## src/rtl/core/wph_pkg.sv

```systemverilog
// ----------------------------------------------------------------------------
// wph_pkg
// Types and constants shared by the RIFF/WAVE 16-bit PCM header parser.
// ----------------------------------------------------------------------------
`default_nettype none

package wph_pkg;

  localparam int unsigned OFFSET_WIDTH_DEF = 32;

  localparam logic [31:0] ID_RIFF = 32'h5249_4646;
  localparam logic [31:0] ID_WAVE = 32'h5741_5645;
  localparam logic [31:0] ID_FMT  = 32'h666d_7420;
  localparam logic [31:0] ID_DATA = 32'h6461_7461;

  localparam int unsigned FMT_MIN_LEN  = 16;
  localparam int unsigned FILE_HDR_LEN = 12;

  localparam logic [15:0] FMT_PCM     = 16'd1;
  localparam logic [15:0] PCM_BITS    = 16'd16;

  localparam int unsigned DIV_STEPS   = 31;
  localparam int unsigned DIV_CNT_W   = $clog2(DIV_STEPS);

  typedef enum logic [1:0] {
    PH_FILE = 2'd0,
    PH_HDR  = 2'd1,
    PH_BODY = 2'd2,
    PH_PAD  = 2'd3
  } phase_e;

  typedef enum logic [1:0] {
    KIND_OTHER = 2'd0,
    KIND_FMT   = 2'd1,
    KIND_DATA  = 2'd2
  } kind_e;

  typedef enum logic [1:0] {
    BK_IDLE = 2'd0,
    BK_DIV  = 2'd1,
    BK_DONE = 2'd2
  } back_state_e;

  typedef struct packed {
    logic [7:0] file_byte;
    logic       end_of_file;
  } wph_in_t;

  typedef struct packed {
    logic        valid_pcm16;
    logic [15:0] channel_count;
    logic [31:0] rate_hz;
    logic [31:0] data_offset;
    logic [31:0] data_bytes;
    logic [30:0] frame_count;
  } wph_out_t;

  typedef struct packed {
    logic        ok;
    logic [15:0] chans;
    logic [31:0] rate;
    logic [31:0] offset;
    logic [31:0] length;
  } wph_job_t;

endpackage

`default_nettype wire

```

## src/rtl/core/wav_pcm16_header_parser.sv

```systemverilog
// ----------------------------------------------------------------------------
// wav_pcm16_header_parser
// RIFF/WAVE header parser: walks chunks byte by byte, reports 16-bit PCM
// format, data location and frame count after the last byte of a file.
//
//   channel  direction  payload    handshake
//   in       input      wph_in_t   in_valid_i / in_ready_o
//   out      output     wph_out_t  out_valid_o / out_ready_i
//
// One file byte per cycle through the chunk walker while in_ready_o is high.
// After its end-of-file byte a report passes the queue, a 31-step
// restoring divide for the frame count and the output register.
// Two pending reports fill the queue; in_ready_o then drops until one drains.
// Reset clears all control state at once; no clearing pass.
// ----------------------------------------------------------------------------
`default_nettype none

module wav_pcm16_header_parser import wph_pkg::*; #(
  parameter int unsigned OFFSET_WIDTH = OFFSET_WIDTH_DEF
) (
  input  wire logic     clk_i,
  input  wire logic     rst_ni,
  input  wire logic     in_valid_i,
  output logic          in_ready_o,
  input  wire wph_in_t  in_data_i,
  output logic          out_valid_o,
  input  wire logic     out_ready_i,
  output wph_out_t      out_data_o
);

  logic     push_valid, push_ready;
  wph_job_t push_data;
  logic     pop_valid, pop_ready;
  wph_job_t pop_data;

  wph_front #(
    .OFFSET_WIDTH(OFFSET_WIDTH)
  ) u_front (
    .clk_i      (clk_i),
    .rst_ni     (rst_ni),
    .in_valid_i (in_valid_i),
    .in_ready_o (in_ready_o),
    .in_data_i  (in_data_i),
    .job_valid_o(push_valid),
    .job_ready_i(push_ready),
    .job_o      (push_data)
  );

  wph_queue u_queue (
    .clk_i       (clk_i),
    .rst_ni      (rst_ni),
    .push_valid_i(push_valid),
    .push_ready_o(push_ready),
    .push_data_i (push_data),
    .pop_valid_o (pop_valid),
    .pop_ready_i (pop_ready),
    .pop_data_o  (pop_data)
  );

  wph_back u_back (
    .clk_i      (clk_i),
    .rst_ni     (rst_ni),
    .job_valid_i(pop_valid),
    .job_ready_o(pop_ready),
    .job_i      (pop_data),
    .out_valid_o(out_valid_o),
    .out_ready_i(out_ready_i),
    .out_data_o (out_data_o)
  );

endmodule

`default_nettype wire

```

## src/rtl/core/wph_front.sv

```systemverilog
// ----------------------------------------------------------------------------
// wph_front
// Byte-serial chunk walker; emits one report job on the end-of-file byte.
// ----------------------------------------------------------------------------
`default_nettype none

module wph_front import wph_pkg::*; #(
  parameter int unsigned OFFSET_WIDTH = OFFSET_WIDTH_DEF
) (
  input  wire logic     clk_i,
  input  wire logic     rst_ni,
  input  wire logic     in_valid_i,
  output logic          in_ready_o,
  input  wire wph_in_t  in_data_i,
  output logic          job_valid_o,
  input  wire logic     job_ready_i,
  output wph_job_t      job_o
);

  logic [OFFSET_WIDTH-1:0] pos_q, pos_d;
  logic [OFFSET_WIDTH-1:0] body_start_q, body_start_d;
  logic [OFFSET_WIDTH-1:0] data_start_q, data_start_d;
  logic [31:0] recent_q, recent_d;
  logic        sig_q, sig_d;
  phase_e      phase_q, phase_d;
  kind_e       kind_q, kind_d;
  logic [31:0] len_q, len_d;
  logic [31:0] remain_q, remain_d;
  logic [2:0]  hdr_cnt_q, hdr_cnt_d;
  logic [4:0]  bidx_q, bidx_d;
  logic [47:0] pend_fmt_q, pend_fmt_d;
  logic [31:0] pend_rate_q, pend_rate_d;
  logic [47:0] saved_fmt_q, saved_fmt_d;
  logic [31:0] saved_rate_q, saved_rate_d;
  logic        data_found_q, data_found_d;
  logic [31:0] data_len_q, data_len_d;

  logic                    accept;
  logic                    parse_en;
  logic                    complete;
  kind_e                   cmp_kind;
  logic [31:0]             cmp_len;
  logic [OFFSET_WIDTH-1:0] cmp_start;
  logic [31:0]             hdr_len;
  logic                    ok;

  assign in_ready_o  = job_ready_i;
  assign accept      = in_valid_i && in_ready_o;
  assign job_valid_o = accept && in_data_i.end_of_file;
  assign parse_en    = pos_q != {OFFSET_WIDTH{1'b1}};
  assign hdr_len     = {recent_d[7:0], recent_d[15:8], recent_d[23:16], recent_d[31:24]};

  always_comb begin
    pos_d        = pos_q;
    body_start_d = body_start_q;
    data_start_d = data_start_q;
    recent_d     = recent_q;
    sig_d        = sig_q;
    phase_d      = phase_q;
    kind_d       = kind_q;
    len_d        = len_q;
    remain_d     = remain_q;
    hdr_cnt_d    = hdr_cnt_q;
    bidx_d       = bidx_q;
    pend_fmt_d   = pend_fmt_q;
    pend_rate_d  = pend_rate_q;
    saved_fmt_d  = saved_fmt_q;
    saved_rate_d = saved_rate_q;
    data_found_d = data_found_q;
    data_len_d   = data_len_q;
    complete     = 1'b0;
    cmp_kind     = kind_q;
    cmp_len      = len_q;
    cmp_start    = body_start_q;
    ok           = 1'b0;
    job_o        = '0;

    if (accept && parse_en) begin
      pos_d    = pos_q + 1'b1;
      recent_d = {recent_q[23:0], in_data_i.file_byte};
      case (phase_q)
        PH_FILE: begin
          if (pos_q == OFFSET_WIDTH'(3)) begin
            sig_d = recent_d == ID_RIFF;
          end else if (pos_q == OFFSET_WIDTH'(FILE_HDR_LEN - 1)) begin
            sig_d     = sig_q && (recent_d == ID_WAVE);
            phase_d   = PH_HDR;
            hdr_cnt_d = '0;
          end
        end
        PH_HDR: begin
          hdr_cnt_d = hdr_cnt_q + 1'b1;
          if (hdr_cnt_q == 3'd3) begin
            if (recent_d == ID_FMT) begin
              kind_d = KIND_FMT;
            end else if (recent_d == ID_DATA) begin
              kind_d = KIND_DATA;
            end else begin
              kind_d = KIND_OTHER;
            end
          end else if (hdr_cnt_q == 3'd7) begin
            len_d        = hdr_len;
            body_start_d = pos_q + 1'b1;
            remain_d     = hdr_len;
            bidx_d       = '0;
            hdr_cnt_d    = '0;
            if (hdr_len == '0) begin
              complete  = 1'b1;
              cmp_len   = hdr_len;
              cmp_start = body_start_d;
              phase_d   = PH_HDR;
            end else begin
              phase_d = PH_BODY;
            end
          end
        end
        PH_BODY: begin
          if (kind_q == KIND_FMT) begin
            if (bidx_q < 5'd4) begin
              pend_fmt_d[8*bidx_q[1:0] +: 8] = in_data_i.file_byte;
            end else if (bidx_q < 5'd8) begin
              pend_rate_d[8*bidx_q[1:0] +: 8] = in_data_i.file_byte;
            end else if (bidx_q == 5'd14 || bidx_q == 5'd15) begin
              pend_fmt_d[32 + 8*bidx_q[0] +: 8] = in_data_i.file_byte;
            end
          end
          if (bidx_q != 5'd16) begin
            bidx_d = bidx_q + 1'b1;
          end
          remain_d = remain_q - 1'b1;
          if (remain_q == 32'd1) begin
            complete  = 1'b1;
            hdr_cnt_d = '0;
            phase_d   = len_q[0] ? PH_PAD : PH_HDR;
          end
        end
        default: begin
          hdr_cnt_d = '0;
          phase_d   = PH_HDR;
        end
      endcase
    end

    if (complete) begin
      if (cmp_kind == KIND_FMT && cmp_len >= 32'(FMT_MIN_LEN)) begin
        saved_fmt_d  = pend_fmt_d;
        saved_rate_d = pend_rate_d;
      end else if (cmp_kind == KIND_DATA) begin
        data_found_d = 1'b1;
        data_start_d = cmp_start;
        data_len_d   = cmp_len;
      end
    end

    ok = sig_d && (phase_d != PH_FILE) && (saved_fmt_d[15:0] == FMT_PCM) &&
         (saved_fmt_d[47:32] == PCM_BITS) && (saved_fmt_d[31:16] != '0) &&
         data_found_d;
    if (ok) begin
      job_o.ok     = 1'b1;
      job_o.chans  = saved_fmt_d[31:16];
      job_o.rate   = saved_rate_d;
      job_o.offset = 32'(data_start_d);
      job_o.length = data_len_d;
    end

    if (job_valid_o) begin
      pos_d        = '0;
      recent_d     = '0;
      sig_d        = 1'b0;
      phase_d      = PH_FILE;
      kind_d       = KIND_OTHER;
      len_d        = '0;
      remain_d     = '0;
      hdr_cnt_d    = '0;
      bidx_d       = '0;
      pend_fmt_d   = '0;
      pend_rate_d  = '0;
      saved_fmt_d  = '0;
      saved_rate_d = '0;
      data_found_d = 1'b0;
      data_start_d = '0;
      data_len_d   = '0;
      body_start_d = '0;
    end
  end

  always_ff @(posedge clk_i or negedge rst_ni) begin
    if (!rst_ni) begin
      pos_q        <= '0;
      body_start_q <= '0;
      data_start_q <= '0;
      recent_q     <= '0;
      sig_q        <= 1'b0;
      phase_q      <= PH_FILE;
      kind_q       <= KIND_OTHER;
      len_q        <= '0;
      remain_q     <= '0;
      hdr_cnt_q    <= '0;
      bidx_q       <= '0;
      pend_fmt_q   <= '0;
      pend_rate_q  <= '0;
      saved_fmt_q  <= '0;
      saved_rate_q <= '0;
      data_found_q <= 1'b0;
      data_len_q   <= '0;
    end else begin
      pos_q        <= pos_d;
      body_start_q <= body_start_d;
      data_start_q <= data_start_d;
      recent_q     <= recent_d;
      sig_q        <= sig_d;
      phase_q      <= phase_d;
      kind_q       <= kind_d;
      len_q        <= len_d;
      remain_q     <= remain_d;
      hdr_cnt_q    <= hdr_cnt_d;
      bidx_q       <= bidx_d;
      pend_fmt_q   <= pend_fmt_d;
      pend_rate_q  <= pend_rate_d;
      saved_fmt_q  <= saved_fmt_d;
      saved_rate_q <= saved_rate_d;
      data_found_q <= data_found_d;
      data_len_q   <= data_len_d;
    end
  end

endmodule

`default_nettype wire

```

## src/rtl/core/wph_queue.sv

```systemverilog
// ----------------------------------------------------------------------------
// wph_queue
// Two-entry job queue between the chunk walker and the report stage.
// ----------------------------------------------------------------------------
`default_nettype none

module wph_queue import wph_pkg::*; (
  input  wire logic     clk_i,
  input  wire logic     rst_ni,
  input  wire logic     push_valid_i,
  output logic          push_ready_o,
  input  wire wph_job_t push_data_i,
  output logic          pop_valid_o,
  input  wire logic     pop_ready_i,
  output wph_job_t      pop_data_o
);

  wph_job_t   slot_q [2];
  logic       wr_ptr_q, wr_ptr_d;
  logic       rd_ptr_q, rd_ptr_d;
  logic [1:0] count_q, count_d;
  logic       push, pop;

  assign push_ready_o = count_q != 2'd2;
  assign pop_valid_o  = count_q != 2'd0;
  assign pop_data_o   = slot_q[rd_ptr_q];
  assign push         = push_valid_i && push_ready_o;
  assign pop          = pop_valid_o && pop_ready_i;

  always_comb begin
    wr_ptr_d = push ? ~wr_ptr_q : wr_ptr_q;
    rd_ptr_d = pop ? ~rd_ptr_q : rd_ptr_q;
    count_d  = count_q + {1'b0, push} - {1'b0, pop};
  end

  always_ff @(posedge clk_i) begin
    if (push) begin
      slot_q[wr_ptr_q] <= push_data_i;
    end
  end

  always_ff @(posedge clk_i or negedge rst_ni) begin
    if (!rst_ni) begin
      wr_ptr_q <= 1'b0;
      rd_ptr_q <= 1'b0;
      count_q  <= '0;
    end else begin
      wr_ptr_q <= wr_ptr_d;
      rd_ptr_q <= rd_ptr_d;
      count_q  <= count_d;
    end
  end

endmodule

`default_nettype wire

```

## src/rtl/core/wph_back.sv

```systemverilog
// ----------------------------------------------------------------------------
// wph_back
// Report stage: bit-serial frame count divide and output register.
// ----------------------------------------------------------------------------
`default_nettype none

module wph_back import wph_pkg::*; (
  input  wire logic     clk_i,
  input  wire logic     rst_ni,
  input  wire logic     job_valid_i,
  output logic          job_ready_o,
  input  wire wph_job_t job_i,
  output logic          out_valid_o,
  input  wire logic     out_ready_i,
  output wph_out_t      out_data_o
);

  back_state_e          state_q, state_d;
  wph_job_t             job_q, job_d;
  logic [30:0]          quo_q, quo_d;
  logic [15:0]          rem_q, rem_d;
  logic [DIV_CNT_W-1:0] cnt_q, cnt_d;
  wph_out_t             out_q, out_d;
  logic [16:0]          rem_sh;
  logic                 fits;

  assign rem_sh      = {rem_q, quo_q[30]};
  assign fits        = rem_sh >= {1'b0, job_q.chans};
  assign job_ready_o = state_q == BK_IDLE;
  assign out_valid_o = state_q == BK_DONE;
  assign out_data_o  = out_q;

  always_comb begin
    state_d = state_q;
    job_d   = job_q;
    quo_d   = quo_q;
    rem_d   = rem_q;
    cnt_d   = cnt_q;
    out_d   = out_q;
    case (state_q)
      BK_IDLE: begin
        if (job_valid_i) begin
          job_d   = job_i;
          quo_d   = job_i.length[31:1];
          rem_d   = '0;
          cnt_d   = DIV_CNT_W'(DIV_STEPS - 1);
          state_d = BK_DIV;
        end
      end
      BK_DIV: begin
        rem_d = fits ? 16'(rem_sh - {1'b0, job_q.chans}) : rem_sh[15:0];
        quo_d = {quo_q[29:0], fits};
        cnt_d = cnt_q - 1'b1;
        if (cnt_q == '0) begin
          out_d.valid_pcm16   = job_q.ok;
          out_d.channel_count = job_q.chans;
          out_d.rate_hz       = job_q.rate;
          out_d.data_offset   = job_q.offset;
          out_d.data_bytes    = job_q.length;
          out_d.frame_count   = job_q.ok ? quo_d : '0;
          state_d             = BK_DONE;
        end
      end
      BK_DONE: begin
        if (out_ready_i) begin
          state_d = BK_IDLE;
        end
      end
      default: begin
        state_d = BK_IDLE;
      end
    endcase
  end

  always_ff @(posedge clk_i) begin
    job_q <= job_d;
    quo_q <= quo_d;
    rem_q <= rem_d;
    cnt_q <= cnt_d;
    out_q <= out_d;
  end

  always_ff @(posedge clk_i or negedge rst_ni) begin
    if (!rst_ni) begin
      state_q <= BK_IDLE;
    end else begin
      state_q <= state_d;
    end
  end

endmodule

`default_nettype wire

```

## config.mk

```make
export PLATFORM = sky130hd
export DESIGN_NAME = wav_pcm16_header_parser
export DESIGN_NICKNAME = d
export VERILOG_FILES = /design/src/rtl/core/wph_pkg.sv /design/src/rtl/core/wav_pcm16_header_parser.sv /design/src/rtl/core/wph_front.sv /design/src/rtl/core/wph_queue.sv /design/src/rtl/core/wph_back.sv
export SDC_FILE = /design/constraint.sdc
export NUM_CORES = 1
export LEC_CHECK = 0
export ABC_AREA = 1
export BUFFER_PORTS_ARGS = -buffer_cell sky130_fd_sc_hd__buf_2
export CELL_PAD_IN_SITES_DETAIL_PLACEMENT = 1
export CELL_PAD_IN_SITES_GLOBAL_PLACEMENT = 1
export CORE_MARGIN = 2
export CORE_UTILIZATION = 53
export CTS_CLUSTER_DIAMETER = 40
export DETAILED_ROUTE_END_ITERATION = 7
export GPL_ROUTABILITY_DRIVEN = 1
export GPL_TIMING_DRIVEN = 1
export PLACE_DENSITY = 0.84
export SYNTH_ARGS = -nofsm -noshare
export SYNTH_HDL_FRONTEND = slang
export SYNTH_HIERARCHICAL = 1
export SYNTH_SLANG_ARGS = --single-unit
```

## constraint.sdc

```tcl
create_clock -name clk_i -period 13.9 [get_ports clk_i]
set_input_delay 1.39 -clock clk_i [delete_from_list [all_inputs] [get_ports clk_i]]
set_output_delay 1.39 -clock clk_i [all_outputs]
set_load 0.03 [all_outputs]
```

== After elaboration in Yosys (flattened, before gate mapping) ==
Memory sizes are Yosys's and may differ from the RTL's.
Index checks and enable logic that the tools add are counted.

* Bitwise operators: 2
* Mux-type cells: 116
* Reduce and logical (&&, ||, !) cells: 35
* Shift-type cells: 6
* Add/subtract/negate cells: 11
* Order comparisons: 4
* Equal/unequal tests: 32

{| class="wikitable"
|+ Operators by type and width
! kind !! count
|-
| $mux W32 || 43
|-
| $mux W48 || 10
|-
| $eq A32 B31 Y1 const B || 4
|-
| $mux W113 || 1
|-
| $bwmux W48 || 2
|-
| $shift A8 B34 Y48 const A || 2
|-
| $shiftx A8 B34 Y48 || 2
|-
| $pmux W32 S2 || 1
|-
| $pmux W31 S2 || 1
|-
| $mux W2 || 18
|-
| $neg A32 Y34 || 1
|-
| $neg A5 Y34 || 1
|-
| $shift A8 B34 Y32 const A || 1
|-
| $shiftx A8 B34 Y32 || 1
|-
| $add A32 B1 Y32 const B || 1
|-
| $bwmux W32 || 1
|-
| $eq A32 B1 Y1 const B || 1
|-
| $eq A32 B2 Y1 const B || 1
|-
| $eq A32 B4 Y1 const B || 1
|-
| $ge A32 B5 Y1 const B || 1
|-
| $logic_not A32 Y1 || 1
|-
| $mux W16 || 2
|-
| $ne A32 B32 Y1 const B || 1
|-
| $pmux W16 S2 || 1
|-
| 43 further kinds || 107
|}

* Bits in writable memories: 226
* Output and inout bits: 146
* Memories: 1
* Register bits: 713

{| class="wikitable"
|+ Memories
! name !! depth !! width !! read ports !! clocked after Yosys merged registers in !! wr ports !! RTL line !! source
|-
| u_queue.slot_q || 2 || 113 || 1 || 0 || 1 || wph_queue.sv:18 || <nowiki>wph_job_t slot_q [2];</nowiki>
|}

== Depth between registers and ports, before layout ==
Gate-level depths: netlist of the first run.

* Depth in word-level cells: 21
* Mapped depth: 33
* Depth with buffers taken out: 28

== By module ==
Netlist of the first run, hierarchy kept.

{| class="wikitable"
|+ Modules (own cells, without submodules)
! module !! seq. area each (um2) !! area each (um2) !! cells an instance !! times used
|-
| wph_front || 9959.6 || 21021.4 || 2734 || 1
|-
| wph_back || 9328.9 || 11652.4 || 810 || 1
|-
| wph_queue || 6886.6 || 8468.1 || 622 || 1
|}

== Worst setup path after synthesis of the first run ==
No wires, ideal clock.

* Kind: input to register
* Start: in in_valid_i
* End: mem u_queue/slot_q[1][0] (netlist bit) (enable)
* Arrival time: 7.763 ns
* Setup slack: 5.551 ns
* Library setup time: 0.586 ns
* Required time: 13.314 ns
* Path buffers: 4
* Stages on the path: 10
* Path through: nand2_1 > inv_1 > buf_2 > nand2_1 > clkbuf_1 > inv_2 > clkbuf_1 > clkbuf_1 > nand2_1 > nor2_1

* Word-level cells in the longest chain between the ends: 5

{| class="wikitable"
|+ Ends and longest elaborated chain
! item !! RTL line !! source
|-
| start, declared || wav_pcm16_header_parser.sv:23 || <nowiki>input wire logic in_valid_i,</nowiki>
|-
| $logic_and A1 B1 Y1 || wph_front.sv:48 || <nowiki>assign accept = in_valid_i && in_ready_o;</nowiki>
|-
| $logic_and A1 B1 Y1 || wph_front.sv:49 || <nowiki>assign job_valid_o = accept && in_data_i.end_of_file;</nowiki>
|-
| net push_valid || wav_pcm16_header_parser.sv:31 || <nowiki>logic push_valid, push_ready;</nowiki>
|-
| $logic_and A1 B1 Y1 || wph_queue.sv:27 || <nowiki>assign push = push_valid_i && push_ready_o;</nowiki>
|-
| $mux W1 || wph_queue.sv:37 || <nowiki>if (push) begin</nowiki>
|-
| $mux W1 (not written as such) || wph_queue.sv:38 || <nowiki>slot_q[wr_ptr_q] <= push_data_i;</nowiki>
|-
| end, declared || wph_queue.sv:18 ||
|}

The timed path passes the listed nets, and every way through them passes these cells.

==> impl_metrics.csv, run 1 <==
group,metric,value,unit
placement,place_area,42500,um^2
route,dr.pass1.iters,7,
synthesis,synth_cell_types,57,
synthesis,syn-num-nets,4217,
floorplanning,start_util,53.3,%
worst_setup_path,path_max_fanout,83,
layout,diodes,0,
global_routing,grt_use_met1,42.1,%
worst_setup_path,cp.arrival,9670,ps
synthesis,ys.flop_type,"edfxtp_1",
placement,place_congestion,0.931,
clocking,htreeDepth,4,
timing,slew_violations,0,
clocking,clk_path_buf_depth,3,
floorplanning,die_h,283,um
floorplanning,rows,102,
layout,drive_gt1_share,13.3,%
global_routing,busiest_layer,"met2",
clocking,ctsHoldBuffers,0,
clocking,cts_sinks,939,
power_and_ir_drop,ir_worst_vdd,0.152,mV
synthesis,ys.warnings.count,6,
global_routing,antenna_found_initial,4,
clocking,post_cts_buffers,0,
power_and_ir_drop,leakage,20.9,nW
timing,slew_headroom,20.0,%
global_routing,grt_pass1_wl,200000,um
synthesis,syn_area,41100,um^2
placement,place_inst,5207,
clocking,cts-resized-gates,0,
synthesis,yosys_register_bits,939,
synthesis,synthCells,4166,
timing,setup_violations,0,
route,ant_nets,0,
synthesis,yosysSeqAreaShare,63.6,%
status,run_status,"completed",
timing,max_freq,109,MHz
clocking,worstSkewPairLatency,750,ps
global_routing,grt_overflow,0,
route,drt-total-wl,130000,um
layout,multi_input_area,12400,um^2
global_routing,grt_max_degree,116,
global_routing,met2_usage,55.8,%
timing,post-route-period-util,66.0,%
power_and_ir_drop,total_power,9.63,mW
route,drc,0,
layout,final_area,47400,um^2
timing,fin_crit,9180,ps
worst_setup_path,startpoint_type,"flop",
power_and_ir_drop,powerDensity,203,nW/um^2
timing,hold_violations,0,
layout,final_nets,4357,
floorplanning,boundaryPins,159,
worst_setup_path,cp_common_cell,"nand2_1",
clocking,numCtsBuffers,137,
worst_setup_path,crit_path_end_kind,"flop",
layout,nFillCells,8284,
layout,syn2layout_area_growth,15.3,%
route,wl_per_cell,23.8,um
worst_setup_path,criticalPathCategory,"flop to flop",
route,drt_iter0_markers,3338,
floorplanning,core-area,77200,um^2
synthesis,synth_area_per_cell,9.88,um^2
floorplanning,die_area,79900,um^2
timing,fin_tns_setup,0,ps
worst_setup_path,critical_path_required,14390,ps
global_routing,grt_pass1_vias,34064,
global_routing,track_usage,33.0,%
job,cap_violations,0,
timing,max_slew.worst_pin.slew,1200,ps
route,vias,31847,
floorplanning,die_w,283,um
route,viasPerCell,5.83,
clocking,cts_tree,"done",
worst_setup_path,ff2ff_setup_slack,4720,ps
hold_path,hold_path_class,"flop to flop",
clocking,clk_pin_slew,60,ps
timing,rsz0062_at_grt,"no",
layout,fin_cells,5461,
synthesis,synth_edf_count,535,
layout,regArea,26200,um^2
placement,port_buffers,158,
timing,fin_skew,40.2,ps
synthesis,async_flop_share,43.0,%
worst_setup_path,crit_slowest_cell,"nand4_4",
placement,dp_hpwl,78000,um
global_routing,grt_use_met3,6.08,%
clocking,cts_root_buf,"clkbuf_16",
worst_setup_path,max_stage_delay,890,ps
[worst max-delay path: cells and delay by family, from the launching register on]
kind	cells	cell delay (ps)
and+or+nand+nor	25	6140
DFF	1	420
buffers and inverters	4	1700
adders and majority gates	1	280
[metal layers]
metal | part of all wire [%] | vias to the layer above
met4 | 3.7 | 4
met5 | 0.019 | -
met2 | 50 | 1462
met3 | 6.7 | 389
li1 | - | 13896
met1 | 40 | 16096
[synth_stat cells, types with 3 or more instances]
| cell type | n | area [um^2] |
|---|---|---|
| o21ai_1 | 4 | 20.0 |
| buf_6 | 31 | 349 |
| o41ai_1 | 7 | 61.3 |
| buf_2 | 31 | 155 |
| nor3_1 | 66 | 330 |
| nand3_2 | 8 | 80.1 |
| nand3_1 | 127 | 636 |
| nand4_1 | 30 | 188 |
| a211oi_1 | 4 | 30.0 |
| clkinv_1 | 7 | 26.3 |
| clkbuf_1 | 107 | 402 |
| nor2_1 | 450 | 1690 |
| ha_1 | 37 | 463 |
| nor4_1 | 18 | 113 |
| buf_1 | 9 | 33.8 |
| o21a_1 | 4 | 30.0 |
| a32o_1 | 4 | 40.0 |
| inv_1 | 403 | 1510 |
| nor2_2 | 16 | 100 |
| and2_1 | 3 | 18.8 |
| a21oi_1 | 76 | 380 |
| nor2_4 | 4 | 45.0 |
| o211ai_1 | 14 | 105 |
| mux2i_1 | 7 | 70.1 |
| o21ai_0 | 297 | 1490 |
| mux2_2 | 5 | 56.3 |
| a31oi_1 | 7 | 43.8 |
| inv_2 | 17 | 63.8 |
| xor2_1 | 38 | 333 |
| o31ai_1 | 4 | 30.0 |
| o22ai_1 | 8 | 50.1 |
| nand2_2 | 13 | 81.3 |
| edfxtp_1 | 535 | 16100 |
| nand2_4 | 3 | 33.8 |
| dfrtp_1 | 404 | 10100 |
| nand3b_1 | 27 | 203 |
| nand2_1 | 1227 | 4610 |
| buf_4 | 12 | 90.1 |
| nor3_2 | 78 | 781 |
[where the power goes]
| group | total (mW) | switching (mW) | internal (mW) |
|---|---|---|---|
| combinational | 2.12 | 1.59 | 0.530 |
| clock | 3.69 | 1.40 | 2.30 |
| sequential | 3.81 | 0.298 | 3.51 |
[flip-flops by register name (all words and copies together), names as in the netlist, 3 cells and up]
signal and flops:
u_back/cnt_q 5, u_back/job_q 113, u_back/out_data_o 144, u_back/quo_q 31, u_back/rem_q 16, u_front/bidx_q 5, u_front/body_start_q 32, u_front/data_len_q 32
u_front/data_start_q 32, u_front/hdr_cnt_q 3, u_front/len_q 32, u_front/pend_fmt_q 48, u_front/pend_rate_q 32, u_front/pos_q 32, u_front/recent_q 32, u_front/remain_q 32
u_front/saved_fmt_q 48, u_front/saved_rate_q 32, u_queue/slot_q 226
[path summary, 6_finish.rpt]
kind | startpoint | end | cells after the start
setup / recovery | u_front/pos_q[0]$_DFFE_PN0N_ | u_queue/slot_q[0][28]$_DFFE_PP_ | 30
hold / removal | u_back/job_q[62]$_DFFE_PP_ | u_back/out_data_o[93]$_DFFE_PP_ | 0
setup reg to reg | u_front/pos_q[0]$_DFFE_PN0N_ | u_queue/slot_q[0][28]$_DFFE_PP_ | 30
hold reg to reg | u_back/job_q[62]$_DFFE_PP_ | u_back/out_data_o[93]$_DFFE_PP_ | 0
max in group asynchronous | rst_ni | u_front/pend_rate_q[22]$_DFF_PN0_ | 4
min in group asynchronous | rst_ni | u_front/data_start_q[5]$_DFF_PN0_ | 1
[cells by family after synthesis]
logic type	share of synthesized area, %
buffers and inverters	6.46
adder cells (fa/ha/maj)	1.17
XOR/XNOR	0.830
AO/OA/AOI/OAI	5.76
flip-flops	63.6
multiplexers	0.307
AND/OR/NAND/NOR	21.8
[cell usage in the layout, fill, tap and decap left out, drive strengths merged, types with 135 or more instances in the layout]
master  instances
inv           445
edfxtp        535
nor3          144
dfrtp         404
buf           192
o21ai         301
nand2        1244
nand3         135
nor2          470
clkbuf        166
[area by class of cell]
type / instances / share of cell area (%)
inverters: 428 / 3.42
clock inverters: 88 / 2.44
clock buffers: 166 / 7.91
repair buffers: 192 / 2.23
multi-input cells: 2608 / 26.1
flip-flops and latches: 939 / 55.2
well taps: 1040 / 2.74
[metrics by stage]
stage               utilization, %  hold slack, ps  worst slack [ps]
floorplan                        -             400              5550
global placement              55.1             402              5040
detailed placement            55.1             405              4530
CTS                           61.4             406              5000
global route                  61.4             418              4350
finish                        61.4             405              4720
Note: power is estimated with default switching activity, not from simulation.
==> run 2: changes to the inputs <==
--- a/config.mk
+++ b/config.mk
@@ -10,12 +10,12 @@
 export CELL_PAD_IN_SITES_DETAIL_PLACEMENT = 1
 export CELL_PAD_IN_SITES_GLOBAL_PLACEMENT = 1
 export CORE_MARGIN = 2
-export CORE_UTILIZATION = 53
+export CORE_UTILIZATION = 49
 export CTS_CLUSTER_DIAMETER = 40
 export DETAILED_ROUTE_END_ITERATION = 7
 export GPL_ROUTABILITY_DRIVEN = 1
 export GPL_TIMING_DRIVEN = 1
-export PLACE_DENSITY = 0.84
+export PLACE_DENSITY = 0.79
 export SYNTH_ARGS = -nofsm -noshare
 export SYNTH_HDL_FRONTEND = slang
 export SYNTH_HIERARCHICAL = 1
==> constraint.sdc (replaced) <==
create_clock -name clk_i -period 8.7 [get_ports clk_i]
set_input_delay 0.87 -clock clk_i [delete_from_list [all_inputs] [get_ports clk_i]]
set_output_delay 0.87 -clock clk_i [all_outputs]
set_load 0.03 [all_outputs]
==> run 2 against run 1 <==
Against the previous run: via count is 4.5% lower; hold slack worse by 210 ps; cell count up 0.66%; clock skew hardly changed; count of clock-buffer cells in the layout decreased by 5; core utilization shrank 4.8 points; combinational power is 56% higher; sequential power increased by 58%; routed wire length decreased by 9.9%; die area increased by 8.0%; clock power rose by 48%; critical path depth down 4; largest cell class unchanged.
==> impl_metrics.csv, run 2 (synthesized netlist as in run 1, its figures left out) <==
group,metric,value,unit
status,run_status,"completed",
clocking,clk_path_buf_depth,3,
job,cap_violations,0,
timing,max_freq,138,MHz
power_and_ir_drop,total_power,14.8,mW
layout,final_nets,4359,
clocking,cts_root_buf,"clkbuf_16",
route,ant_nets,0,
route,vias,30404,
route,viasPerCell,5.53,
route,wl_per_cell,21.3,um
layout,syn2layout_area_growth,14.8,%
timing,post-route-period-util,83.1,%
timing,fin_skew,40.2,ps
timing,setup_violations,0,
worst_setup_path,crit_path_end_kind,"flop",
power_and_ir_drop,ir_worst_vdd,0.223,mV
clocking,worstSkewPairLatency,740,ps
layout,diodes,0,
layout,final_area,47200,um^2
clocking,cts-resized-gates,0,
hold_path,hold_path_class,"input port to asynchronous set/reset pin",
layout,utilization,56.6,%
clocking,cts_tree,"done",
worst_setup_path,criticalPathCategory,"flop to flop",
timing,rsz0062_at_grt,"no",
timing,whs,195,ps
placement,dp_worst_setup_slack,1530,ps
floorplanning,die_area,86300,um^2
global_routing,grt_overflow,0,
layout,largest_reg_flops,226,
placement,dp_hpwl,76900,um
clocking,cts_sinks,939,
layout,regMostFlops,"u_queue/slot_q",
global_routing,antenna_found_initial,2,
layout,fin_cells,5497,
clocking,ctsHoldBuffers,0,
timing,slew_violations,0,
power_and_ir_drop,leakage,20.8,nW
timing,hold_violations,0,
timing,slew_headroom,20.1,%
worst_setup_path,cp.arrival,7730,ps
layout,final_cell_mix,"nand2_1, edfxtp_1, nor2_1",
worst_setup_path,path_max_fanout,76,
floorplanning,die_h,294,um
global_routing,grt_pass1_wl,184000,um
clocking,clk_pin_slew,60,ps
placement,place_congestion,0.953,
route,drt-total-wl,117000,um
timing,max_slew.worst_pin.slew,1190,ps
power_and_ir_drop,powerDensity,313,nW/um^2
layout,nFillCells,9094,
floorplanning,core-area,83400,um^2
clocking,numCtsBuffers,135,
clocking,htreeDepth,4,
route,dr.pass1.iters,5,
floorplanning,rows,106,
timing,fin_tns_setup,0,ps
clocking,post_cts_buffers,0,
placement,place_area,42600,um^2
global_routing,grt_max_degree,182,
placement,port_buffers,158,
floorplanning,start_util,49.3,%
placement,place_inst,5251,
floorplanning,die_w,294,um
global_routing,grt_pass1_vias,31972,
layout,layout_commonest_cell,"nand2_1",
worst_setup_path,critical_path_required,9200,ps
worst_setup_path,startpoint_type,"flop",
timing,fin_crit,7230,ps
worst_setup_path,crit_slowest_cell,"nand3_4",
worst_setup_path,max_stage_delay,710,ps
route,drc,0,
worst_setup_path,cp_common_cell,"nand2_1",
layout,drive_gt1_share,13.1,%
floorplanning,boundaryPins,159,
timing,setup_ws,1470,ps
route,drt_iter0_markers,2631,
global_routing,track_usage,27.4,%
## run 2: cell types whose count changed in the layout (fill, tap and decap cells not counted), sizes merged
cell | previous run | this run
inv | 445 | 440
clkbuf | 166 | 161
clkinvlp | 9 | 14
buf | 192 | 196
clkinv | 44 | 49
bufinv | 18 | 10
## run 2: area by class of cell
| type | instances | area [um^2] | share of cell area [%] |
|---|---|---|---|
| clock buffers | 161 | 3690 | 7.83 |
| well taps | 1080 | 1350 | 2.86 |
| multi-input cells | 2608 | 12400 | 26.2 |
| inverters | 428 | 1620 | 3.43 |
| repair buffers | 196 | 1110 | 2.35 |
| clock inverters | 85 | 880 | 1.86 |
| flip-flops and latches | 939 | 26200 | 55.4 |
## run 2: power by group
part / total [mW] / internal [mW] / leakage [nW] / switching, mW
Sequential: 6.01 / 5.61 / 10.6 / 0.404
Combinational: 3.31 / 0.848 / 7.95 / 2.46
Clock: 5.47 / 3.37 / 2.21 / 2.10
Total: 14.8 / 9.82 / 20.8 / 4.97
## run 2: path summary, 6_finish.rpt
check	end	from	depth (start not counted)	slack, ps
worst max-delay path	u_queue/slot_q[1][23]$_DFFE_PP_	u_front/pos_q[0]$_DFFE_PN0N_	26	1470
worst min-delay path	u_front/data_start_q[15]$_DFF_PN0_	rst_ni	1	190
worst max register to register	u_queue/slot_q[1][23]$_DFFE_PP_	u_front/pos_q[0]$_DFFE_PN0N_	26	1470
worst min register to register	u_back/out_data_o[82]$_DFFE_PP_	u_back/job_q[51]$_DFFE_PP_	0	410
max in group asynchronous	u_front/saved_rate_q[25]$_DFF_PN0_	rst_ni	3	6420
min in group clk_i	u_back/state_q[1]$_DFFE_PN0P_	out_ready_i	2	350
## run 2: layer usage
layer  vias to the layer above  GRT usage (%)  wire length [um]
li1                      13896              -                 -
met1                     15386           38.0             51500
met2                       914           44.8             56600
met3                       206           4.39              6550
met4                         2           7.60              2560
met5                         -              0                12
## run 2: worst max-delay path: cells and delay by family, from the launching register on
| family | cells | cell delay [ps] |
|---|---|---|
| flops | 1 | 410 |
| fa+ha+maj | 1 | 250 |
| buf+inv | 2 | 610 |
| simple gates | 22 | 5270 |
| compound gates | 1 | 270 |
